**src/hw/rtl/bounded_priority_fifo_queue_macros.svh**
```systemverilog
// assertion macros for the bounded priority fifo queue
// used by the top level; relies on clk and rst_n in the including module
`ifndef BOUNDED_PRIORITY_FIFO_QUEUE_MACROS_SVH
`define BOUNDED_PRIORITY_FIFO_QUEUE_MACROS_SVH
`ifndef ASSERT_OFF
`define BPFQ_ASSERT(lbl, prop, msg) \
    lbl: assert property (@(posedge clk) disable iff (!rst_n) prop) else $error(msg);
`define BPFQ_NEVER(lbl, cond, msg) \
    lbl: assert property (@(posedge clk) disable iff (!rst_n) !(cond)) else $error(msg);
`else
`define BPFQ_ASSERT(lbl, prop, msg)
`define BPFQ_NEVER(lbl, cond, msg)
`endif
`endif

```
**src/hw/rtl/bpfq_pkg.sv**
```systemverilog
// shared types and constants of the bounded priority fifo queue
// no dependencies
package bpfq_pkg;

    localparam int CNT_W      = 5;
    localparam int DATA_W     = 32;
    localparam int PRIO_W     = 16;
    localparam int CFG_IDX_W  = 2;
    localparam int CFG_DATA_W = 5;

    localparam logic [CFG_IDX_W-1:0] CFG_MAX_LEN   = 2'd0;
    localparam logic [CFG_IDX_W-1:0] CFG_PRIO_MODE = 2'd1;

    localparam logic [CNT_W-1:0] MAX_LEN_RST = 5'd16;

    localparam logic REQ_PUSH = 1'b0;
    localparam logic REQ_POP  = 1'b1;

    typedef enum logic [1:0] {
        ST_OK    = 2'd0,
        ST_FULL  = 2'd1,
        ST_EMPTY = 2'd2
    } status_t;

    typedef enum logic [2:0] {
        S_IDLE,
        S_POP_WAIT,
        S_SCAN,
        S_TAIL,
        S_DONE
    } state_t;

    typedef struct packed {
        logic        [DATA_W-1:0] data;
        logic signed [PRIO_W-1:0] prio;
    } entry_t;

endpackage

```
**src/hw/rtl/bpfq_store.sv**
```systemverilog
// entry store of the queue: one write port, one read port, registered read data
// depends on bpfq_pkg for the entry type
module bpfq_store #(
    parameter int DEPTH = 16,
    parameter int AW    = 4
) (
    input  logic              clk,
    input  logic              rd_en,
    input  logic [AW-1:0]     rd_addr,
    output bpfq_pkg::entry_t  rd_entry,
    input  logic              wr_en,
    input  logic [AW-1:0]     wr_addr,
    input  bpfq_pkg::entry_t  wr_entry
);

    bpfq_pkg::entry_t mem [DEPTH];
    bpfq_pkg::entry_t rd_entry_reg;

    always_ff @(posedge clk)
    begin
        if (wr_en)
        begin
            mem[wr_addr] <= wr_entry;
        end
    end

    always_ff @(posedge clk)
    begin
        if (rd_en)
        begin
            rd_entry_reg <= mem[rd_addr];
        end
    end

    assign rd_entry = rd_entry_reg;

endmodule

```
**src/hw/rtl/bounded_priority_fifo_queue.sv**
```systemverilog
// bounded queue of data/priority entries, fifo or ascending priority order
// depends on bpfq_pkg, bpfq_store and bounded_priority_fifo_queue_macros.svh

// Entries sit in a circular buffer in one memory with a registered read.
// A pop reads the head entry, then captures it into the result register
// while the head advances; a rejected request, a fifo push or a push into
// an empty queue goes straight to the done state; a priority push walks the
// stored entries one per cycle through the single read port, moving each
// later entry up a slot as it goes, then writes the last one at the tail.
// A new request is taken in the cycle after the previous result has entered
// the output register, even while that result still waits. The memory
// needs no clearing after reset.
`include "bounded_priority_fifo_queue_macros.svh"

module bounded_priority_fifo_queue #(
    parameter int DEPTH = 16
) (
    input  logic        clk,
    input  logic        rst_n,
    input  logic        in_valid,
    output logic        in_stall,
    input  logic        req_type,
    input  logic [31:0] data_in,
    input  logic signed [15:0] prio_in,
    output logic        out_valid,
    input  logic        out_stall,
    output logic [1:0]  status,
    output logic [31:0] data_out,
    output logic signed [15:0] prio_out,
    output logic [4:0]  count,
    output logic        is_empty,
    output logic        is_full,
    input  logic        cfg_valid,
    output logic        cfg_ready,
    input  logic [1:0]  cfg_index,
    input  logic [4:0]  cfg_data
);

    localparam int CW = bpfq_pkg::CNT_W;
    localparam int AW = (DEPTH > 1) ? $clog2(DEPTH) : 1;
    localparam int SW = ((AW > CW) ? AW : CW) + 1;

    function automatic logic [AW-1:0] phys(input logic [AW-1:0] h, input logic [CW-1:0] i);
        logic [SW-1:0] s;
        s = SW'(h) + SW'(i);
        if (s >= SW'(DEPTH))
        begin
            s = s - SW'(DEPTH);
        end
        return s[AW-1:0];
    endfunction

    bpfq_pkg::state_t  state_reg, state_next;
    logic [AW-1:0]     head_reg;
    logic [CW-1:0]     fill_reg;
    logic [CW-1:0]     idx_reg;
    logic              found_reg;
    logic [CW-1:0]     max_len_reg;
    logic              prio_mode_reg;
    bpfq_pkg::entry_t  carry_reg;
    bpfq_pkg::entry_t  new_reg;
    bpfq_pkg::status_t res_status_reg;
    bpfq_pkg::entry_t  res_entry_reg;
    logic              out_valid_reg;
    bpfq_pkg::status_t out_status_reg;
    bpfq_pkg::entry_t  out_entry_reg;
    logic [CW-1:0]     out_count_reg;
    logic              out_empty_reg;
    logic              out_full_reg;

    logic              rd_en;
    logic [AW-1:0]     rd_addr;
    bpfq_pkg::entry_t  rd_entry;
    logic              wr_en;
    logic [AW-1:0]     wr_addr;
    bpfq_pkg::entry_t  wr_entry;

    bpfq_pkg::entry_t  in_entry;
    logic [CW-1:0]     lim;
    logic              q_full;
    logic              is_push;
    logic              use_scan;
    logic              in_fire;
    logic              out_load;
    logic              gt;
    logic [CW-1:0]     idx_inc;
    logic              scan_more;

    assign in_entry.data = data_in;
    assign in_entry.prio = prio_in;
    assign lim       = (32'(max_len_reg) < DEPTH) ? max_len_reg : CW'(DEPTH);
    assign q_full    = fill_reg >= lim;
    assign is_push   = (req_type == bpfq_pkg::REQ_PUSH);
    assign use_scan  = prio_mode_reg && (fill_reg != '0);
    assign in_fire   = in_valid && !in_stall;
    assign gt        = $signed(rd_entry.prio) > $signed(new_reg.prio);
    assign idx_inc   = idx_reg + CW'(1);
    assign scan_more = idx_inc < fill_reg;
    assign cfg_ready = 1'b1;

    bpfq_store #(
        .DEPTH (DEPTH),
        .AW    (AW)
    ) u_store (
        .clk      (clk),
        .rd_en    (rd_en),
        .rd_addr  (rd_addr),
        .rd_entry (rd_entry),
        .wr_en    (wr_en),
        .wr_addr  (wr_addr),
        .wr_entry (wr_entry)
    );

    // next state
    always_comb
    begin
        state_next = state_reg;
        unique case (state_reg)
            bpfq_pkg::S_IDLE:
            begin
                if (in_fire)
                begin
                    if (!is_push)
                    begin
                        state_next = (fill_reg == '0) ? bpfq_pkg::S_DONE : bpfq_pkg::S_POP_WAIT;
                    end
                    else if (!q_full && use_scan)
                    begin
                        state_next = bpfq_pkg::S_SCAN;
                    end
                    else
                    begin
                        state_next = bpfq_pkg::S_DONE;
                    end
                end
            end
            bpfq_pkg::S_POP_WAIT:
            begin
                state_next = bpfq_pkg::S_DONE;
            end
            bpfq_pkg::S_SCAN:
            begin
                state_next = scan_more ? bpfq_pkg::S_SCAN : bpfq_pkg::S_TAIL;
            end
            bpfq_pkg::S_TAIL:
            begin
                state_next = bpfq_pkg::S_DONE;
            end
            bpfq_pkg::S_DONE:
            begin
                if (out_load)
                begin
                    state_next = bpfq_pkg::S_IDLE;
                end
            end
            default:
            begin
                state_next = bpfq_pkg::S_IDLE;
            end
        endcase
    end

    // memory controls and handshake
    always_comb
    begin
        in_stall = 1'b1;
        out_load = 1'b0;
        rd_en    = 1'b0;
        rd_addr  = head_reg;
        wr_en    = 1'b0;
        wr_addr  = head_reg;
        wr_entry = in_entry;
        unique case (state_reg)
            bpfq_pkg::S_IDLE:
            begin
                in_stall = 1'b0;
                if (in_fire)
                begin
                    if (!is_push)
                    begin
                        rd_en = (fill_reg != '0);
                    end
                    else if (!q_full)
                    begin
                        if (use_scan)
                        begin
                            rd_en = 1'b1;
                        end
                        else
                        begin
                            wr_en   = 1'b1;
                            wr_addr = phys(head_reg, fill_reg);
                        end
                    end
                end
            end
            bpfq_pkg::S_SCAN:
            begin
                wr_addr = phys(head_reg, idx_reg);
                if (found_reg)
                begin
                    wr_en    = 1'b1;
                    wr_entry = carry_reg;
                end
                else if (gt)
                begin
                    wr_en    = 1'b1;
                    wr_entry = new_reg;
                end
                if (scan_more)
                begin
                    rd_en   = 1'b1;
                    rd_addr = phys(head_reg, idx_inc);
                end
            end
            bpfq_pkg::S_TAIL:
            begin
                wr_en    = 1'b1;
                wr_addr  = phys(head_reg, fill_reg);
                wr_entry = found_reg ? carry_reg : new_reg;
            end
            bpfq_pkg::S_DONE:
            begin
                out_load = !out_valid_reg || !out_stall;
            end
            default:
            begin
                in_stall = 1'b1;
            end
        endcase
    end

    always_ff @(posedge clk or negedge rst_n)
    begin
        if (!rst_n)
        begin
            state_reg     <= bpfq_pkg::S_IDLE;
            head_reg      <= '0;
            fill_reg      <= '0;
            idx_reg       <= '0;
            found_reg     <= 1'b0;
            max_len_reg   <= bpfq_pkg::MAX_LEN_RST;
            prio_mode_reg <= 1'b0;
            out_valid_reg <= 1'b0;
        end
        else
        begin
            state_reg <= state_next;
            if (cfg_valid && cfg_ready)
            begin
                unique case (cfg_index)
                    bpfq_pkg::CFG_MAX_LEN:   max_len_reg   <= cfg_data;
                    bpfq_pkg::CFG_PRIO_MODE: prio_mode_reg <= cfg_data[0];
                    default:                 max_len_reg   <= max_len_reg;
                endcase
            end
            unique case (state_reg)
                bpfq_pkg::S_IDLE:
                begin
                    if (in_fire && is_push && !q_full)
                    begin
                        if (use_scan)
                        begin
                            idx_reg   <= '0;
                            found_reg <= 1'b0;
                        end
                        else
                        begin
                            fill_reg <= fill_reg + CW'(1);
                        end
                    end
                end
                bpfq_pkg::S_POP_WAIT:
                begin
                    head_reg <= phys(head_reg, CW'(1));
                    fill_reg <= fill_reg - CW'(1);
                end
                bpfq_pkg::S_SCAN:
                begin
                    if (gt)
                    begin
                        found_reg <= 1'b1;
                    end
                    if (scan_more)
                    begin
                        idx_reg <= idx_inc;
                    end
                end
                bpfq_pkg::S_TAIL:
                begin
                    fill_reg <= fill_reg + CW'(1);
                end
                default:
                begin
                    fill_reg <= fill_reg;
                end
            endcase
            if (out_load)
            begin
                out_valid_reg <= 1'b1;
            end
            else if (!out_stall)
            begin
                out_valid_reg <= 1'b0;
            end
        end
    end

    always_ff @(posedge clk)
    begin
        if (in_fire)
        begin
            new_reg       <= in_entry;
            res_entry_reg <= '0;
            if (is_push)
            begin
                res_status_reg <= q_full ? bpfq_pkg::ST_FULL : bpfq_pkg::ST_OK;
            end
            else
            begin
                res_status_reg <= (fill_reg == '0) ? bpfq_pkg::ST_EMPTY : bpfq_pkg::ST_OK;
            end
        end
        if (state_reg == bpfq_pkg::S_POP_WAIT)
        begin
            res_entry_reg <= rd_entry;
        end
        if ((state_reg == bpfq_pkg::S_SCAN) && (found_reg || gt))
        begin
            carry_reg <= rd_entry;
        end
        if (out_load)
        begin
            out_status_reg <= res_status_reg;
            out_entry_reg  <= res_entry_reg;
            out_count_reg  <= fill_reg;
            out_empty_reg  <= (fill_reg == '0);
            out_full_reg   <= q_full;
        end
    end

    assign out_valid = out_valid_reg;
    assign status    = out_status_reg;
    assign data_out  = out_entry_reg.data;
    assign prio_out  = out_entry_reg.prio;
    assign count     = out_count_reg;
    assign is_empty  = out_empty_reg;
    assign is_full   = out_full_reg;

    `BPFQ_ASSERT(a_fill_bound, 32'(fill_reg) <= DEPTH, "fill count above depth")
    `BPFQ_NEVER(a_scan_range, (state_reg == bpfq_pkg::S_SCAN) && (idx_reg >= fill_reg), "scan past tail")
    `BPFQ_NEVER(a_port_clash, rd_en && wr_en && (rd_addr == wr_addr), "read and write same slot")
    `BPFQ_ASSERT(a_out_source, $rose(out_valid_reg) |-> $past(state_reg == bpfq_pkg::S_DONE), "result without done")
    `BPFQ_ASSERT(a_pop_dec, (state_reg == bpfq_pkg::S_POP_WAIT) |=> (fill_reg == $past(fill_reg) - CW'(1)), "pop did not drop count")

endmodule

```
**config.mk**
```make
export PLATFORM = sky130hd
export DESIGN_NAME = bounded_priority_fifo_queue
export DESIGN_NICKNAME = d
export VERILOG_FILES = /design/src/hw/rtl/bpfq_pkg.sv /design/src/hw/rtl/bpfq_store.sv /design/src/hw/rtl/bounded_priority_fifo_queue.sv
export VERILOG_INCLUDE_DIRS = /design/src /design/src/hw/rtl
export SDC_FILE = /design/constraint.sdc
export NUM_CORES = 1
export LEC_CHECK = 0
export BUFFER_PORTS_ARGS = -buffer_cell sky130_fd_sc_hd__buf_2
export CAP_MARGIN = 15
export CORE_UTILIZATION = 45
export CTS_CLUSTER_DIAMETER = 150
export CTS_CLUSTER_SIZE = 20
export DETAILED_ROUTE_END_ITERATION = 10
export GPL_ROUTABILITY_DRIVEN = 1
export PLACE_DENSITY = 0.6
export SETUP_SLACK_MARGIN = 0.3
export SYNTH_ARGS = -nofsm -noshare
export SYNTH_HDL_FRONTEND = slang
export SYNTH_SLANG_ARGS = --single-unit
```
**constraint.sdc**
```tcl
create_clock -name clk -period 22.5 [get_ports clk]
set_clock_uncertainty 0.2 [all_clocks]
set_input_delay 4.5 -clock clk [delete_from_list [all_inputs] [get_ports clk]]
set_output_delay 4.5 -clock clk [all_outputs]
set_load 0.01 [all_outputs]
```
==> summary.txt <==
Outcome
  • Outcome: complete, no violations

Power and ir drop
  • Clk pwr share: 16.9%
  • Logic pwr share: 37.7%
  • PD cells: 139 nW/µm²
  • Total power: 0.00629 W
  • Sequential Power Share: 45.3%
  • Cell leakage power: 14.7 nW
  • Switching power: 0.00239 W
  • Internal power: 0.00390 W
  • Worst VDD drop: 0.000174 V
  • Sw frac: 38.0%

Logic synthesis
  • Synth area leader: edfxtp_1
  • Yosys Warn Count: 0
  • Post-Syn Instances: 2669
  • Post-synthesis mux area share: 2.58%
  • Register area share after synthesis: 74.7%
  • Synth Area in Adders: 1.36%
  • Async SR Flop Fraction: 2.39%
  • Largest family of logic cells by synthesized area: compound AO/OA/AOI/OAI gates
  • Simple-gate portion of the synthesized area: 5.39%
  • Synth Register Bits: 1044
  • Top cell type's share of synthesized area: 73.2%
  • XOR/XNOR Fraction of Synth Area: 0.377%
  • Syn nets: 2773
  • EDFF count, synth: 1019
  • Synth Cell Area: 41800 µm²
  • Synth Area in Compound Gates: 13.1%
  • Synth unique cells: 58
  • Synth Area per Inst: 15.7 µm²
  • Ranking of synthesized cells by area: edfxtp_1, a32oi_1, o21ai_0, mux2i_1, a221o_1
  • Top_reg_cell synth: edfxtp_1

Worst setup path
  • CP max stage cell: a221oi_1
  • Reg2reg setup slack: 16.58 ns
  • WS Path Type: primary input to flop
  • CP Buf/Inv Count: 2
  • Top Family by Delay on Critical Path: compound AO/OA/AOI/OAI gates
  • CP required: 22.59 ns
  • Startpoint types: primary input
  • CP peak stage delay: 0.91 ns
  • Crit path cell chain: buf_2 -> nor2b_1 -> nand2_1 -> a211oi_1 -> a21oi_1 -> a221oi_1 -> nand3_1 -> nor3_2 -> buf_4
  • CP Capture Type: flop
  • Max FO, Critical Path: 48
  • Critical path arrival: 8.07 ns

Final layout
  • Area Growth Syn to Fin: 8.31%
  • Final Non-Filler Cells: 3930
  • Final #Nets: 2780
  • Post-Layout Inst Area: 45300 µm²
  • Reg with most FFs: u_store.mem
  • Commonest non-fill, non-tap cell in the layout: edfxtp_1
  • Layout cells sized above 1: 14.0%
  • Max reg flops: 768
  • Antenna diodes: 0
  • Most frequent cells in the layout: edfxtp_1, o21ai_0, a32oi_1

Global route
  • Vias in the first global route: 24435
  • Congestion Overflow GR: 0
  • Pin count of the biggest net entering global routing: 210
  • GRT Overall Usage: 21.6%
  • Initial antenna violation count: 4
  • GRT met3 Usage: 3.87%
  • GR peak layer: met2
  • First-pass GRT wire length: 153000 µm
  • M1 GR Usage: 30.6%
  • Met2 usage: 34.4%

Drt
  • DR iter-0 viols: 2942
  • Average wire per standard cell: 26.3 µm
  • First drt pass iteration count: 6
  • DRT Wirelength: 103000 µm
  • Routed vias: 24605
  • DRC viols: 0
  • Final ANT Viol Nets: 0
  • Routed vias/inst: 6.26

Clocking
  • Post-cts sizing count: 0
  • Number of buffers created by CTS: 58
  • Post-CTS Setup Bufs: 0
  • Hold buffer count at cts: 0
  • Clock Pin Slew Worst Setup and Hold Paths: 0.09 ns
  • Maximum clock path buffer count: 3
  • Clk sinks: 1044
  • Clk_lat worst skew: 0.67 ns
  • CTS tree: yes
  • Htree depth: 2
  • Root Buffer: clkbuf_16

Floorplanning
  • Chip width: 307 µm
  • Core area: 91800 µm²
  • Ports: 121
  • Initial Utilization: 45.6%
  • Row count: 111
  • Die area: 94200 µm²
  • Chip height: 307 µm

STA
  • Unrepaired setup endpoints after global routing: false
  • Fmax: 125 MHz
  • Slew margin rel.: 11.4%
  • Final Hold Fails: 0
  • Sum Neg Setup Slack: 0 ns
  • Final setup violation count: 0
  • Slew at the pin with the worst max-slew slack: 1.33 ns
  • Final worst slack: 14.52 ns
  • Tcrit/Tclk final: 35.5%
  • Fin crit period: 7.98 ns
  • Max-slew violations: 0

Min path
  • Worst hold path type: flop to flop

Place
  • DP Area: 43700 µm²
  • Pre-CTS WS: 13.88 ns
  • Hpwl dp: 55800 µm
  • Post-Place Cells: 3858
  • GP Congestion: 0.785
  • Port bufs: 119

Run
  • Max-Cap Viols: 0
## path summary, 6_finish.rpt
kind	depth (start not counted)	endpoint	startpoint
max	9	u_store.mem[4][35]$_DFFE_PP_	in_valid
min	0	data_out[31]$_DFFE_PP_	res_entry_reg[47]$_SDFFCE_PN0P_
max reg2reg	12	u_store.rd_entry[13]$_DFFE_PP_	idx_reg[0]$_DFFE_PN0P_
min reg2reg	0	data_out[31]$_DFFE_PP_	res_entry_reg[47]$_SDFFCE_PN0P_
max in group asynchronous	1	state_reg[0]$_DFFE_PN0P_	rst_n
min in group asynchronous	1	max_len_reg[2]$_DFFE_PN0P_	rst_n
## cell families after synthesis
logic type                 count (synthesis)
and+or+nand+nor                          451
xor gates and xnor gates                  18
other                                      1
DFF                                     1044
muxes                                    107
buffers and inverters                    258
adders and majority gates                 43
AOI/OAI and AO/OA                        747
## synthesized netlist by cell type (48+ instances only)
cell and number:
a32oi_1 192, o21ai_0 205, o221a_2 48, nand2_1 129
a21oi_1 122, or2_2 49, and3_1 49, clkbuf_1 161
mux2i_1 101, nand3_1 157, edfxtp_1 1019, a22oi_1 48
a221o_1 97
## power by group through the flow
stage / Combinational (W) / Clock [W] / Sequential, W
5_1_grt: 0.00257 / 0.00115 / 0.00288
6_report: 0.00237 / 0.00107 / 0.00285
4_1_cts: 0.00237 / 0.00109 / 0.00285
3_3_place_gp: 0.00228 / 0 / 0.00289
3_5_place_dp: 0.00236 / 0 / 0.00289
2_1_floorplan: 0.00157 / 0 / 0.00287
## per-stage QoR
| step | util, % | hold slack, ns |
|---|---|---|
| 6_report | 49.3 | 0.212 |
| 2_1_floorplan | - | 0.200 |
| 3_3_place_gp | 47.6 | 0.206 |
| 3_5_place_dp | 47.6 | 0.205 |
| 5_1_grt | 49.3 | 0.224 |
| 4_1_cts | 49.3 | 0.215 |
## routing by layer
metal,vias to the layer above,part of all wire (%),wire length (µm)
met5,-,0,0
met2,1010,47,48100
met1,12712,43,44800
met4,0,2.4,2530
met3,142,7.6,7890
li1,10741,-,-
## layout make-up
class,instances,area [µm²]
Inverter,37,139
Tap cell,1243,1560
Clock inverter,4,71.3
Multi-Input combinational cell,1367,9800
Sequential cell,1044,31200
Clock buffer,67,1490
Fill cell,7588,46500
Timing Repair Buffer,168,1010
## worst register-to-register path: stages, from the launching register on
cell	delay, ns
dfrtp_1	0.50
ha_1	0.27
nand3_1	0.11
xnor2_1	0.17
ha_1	0.41
o2111ai_1	0.49
nand3_4	0.61
and2_4	0.26
buf_12	0.68
buf_4	1.05
a32oi_1	0.27
a22oi_1	0.46
nand3_1	0.19
No activity file was read; power rests on OpenSTA's default activity.
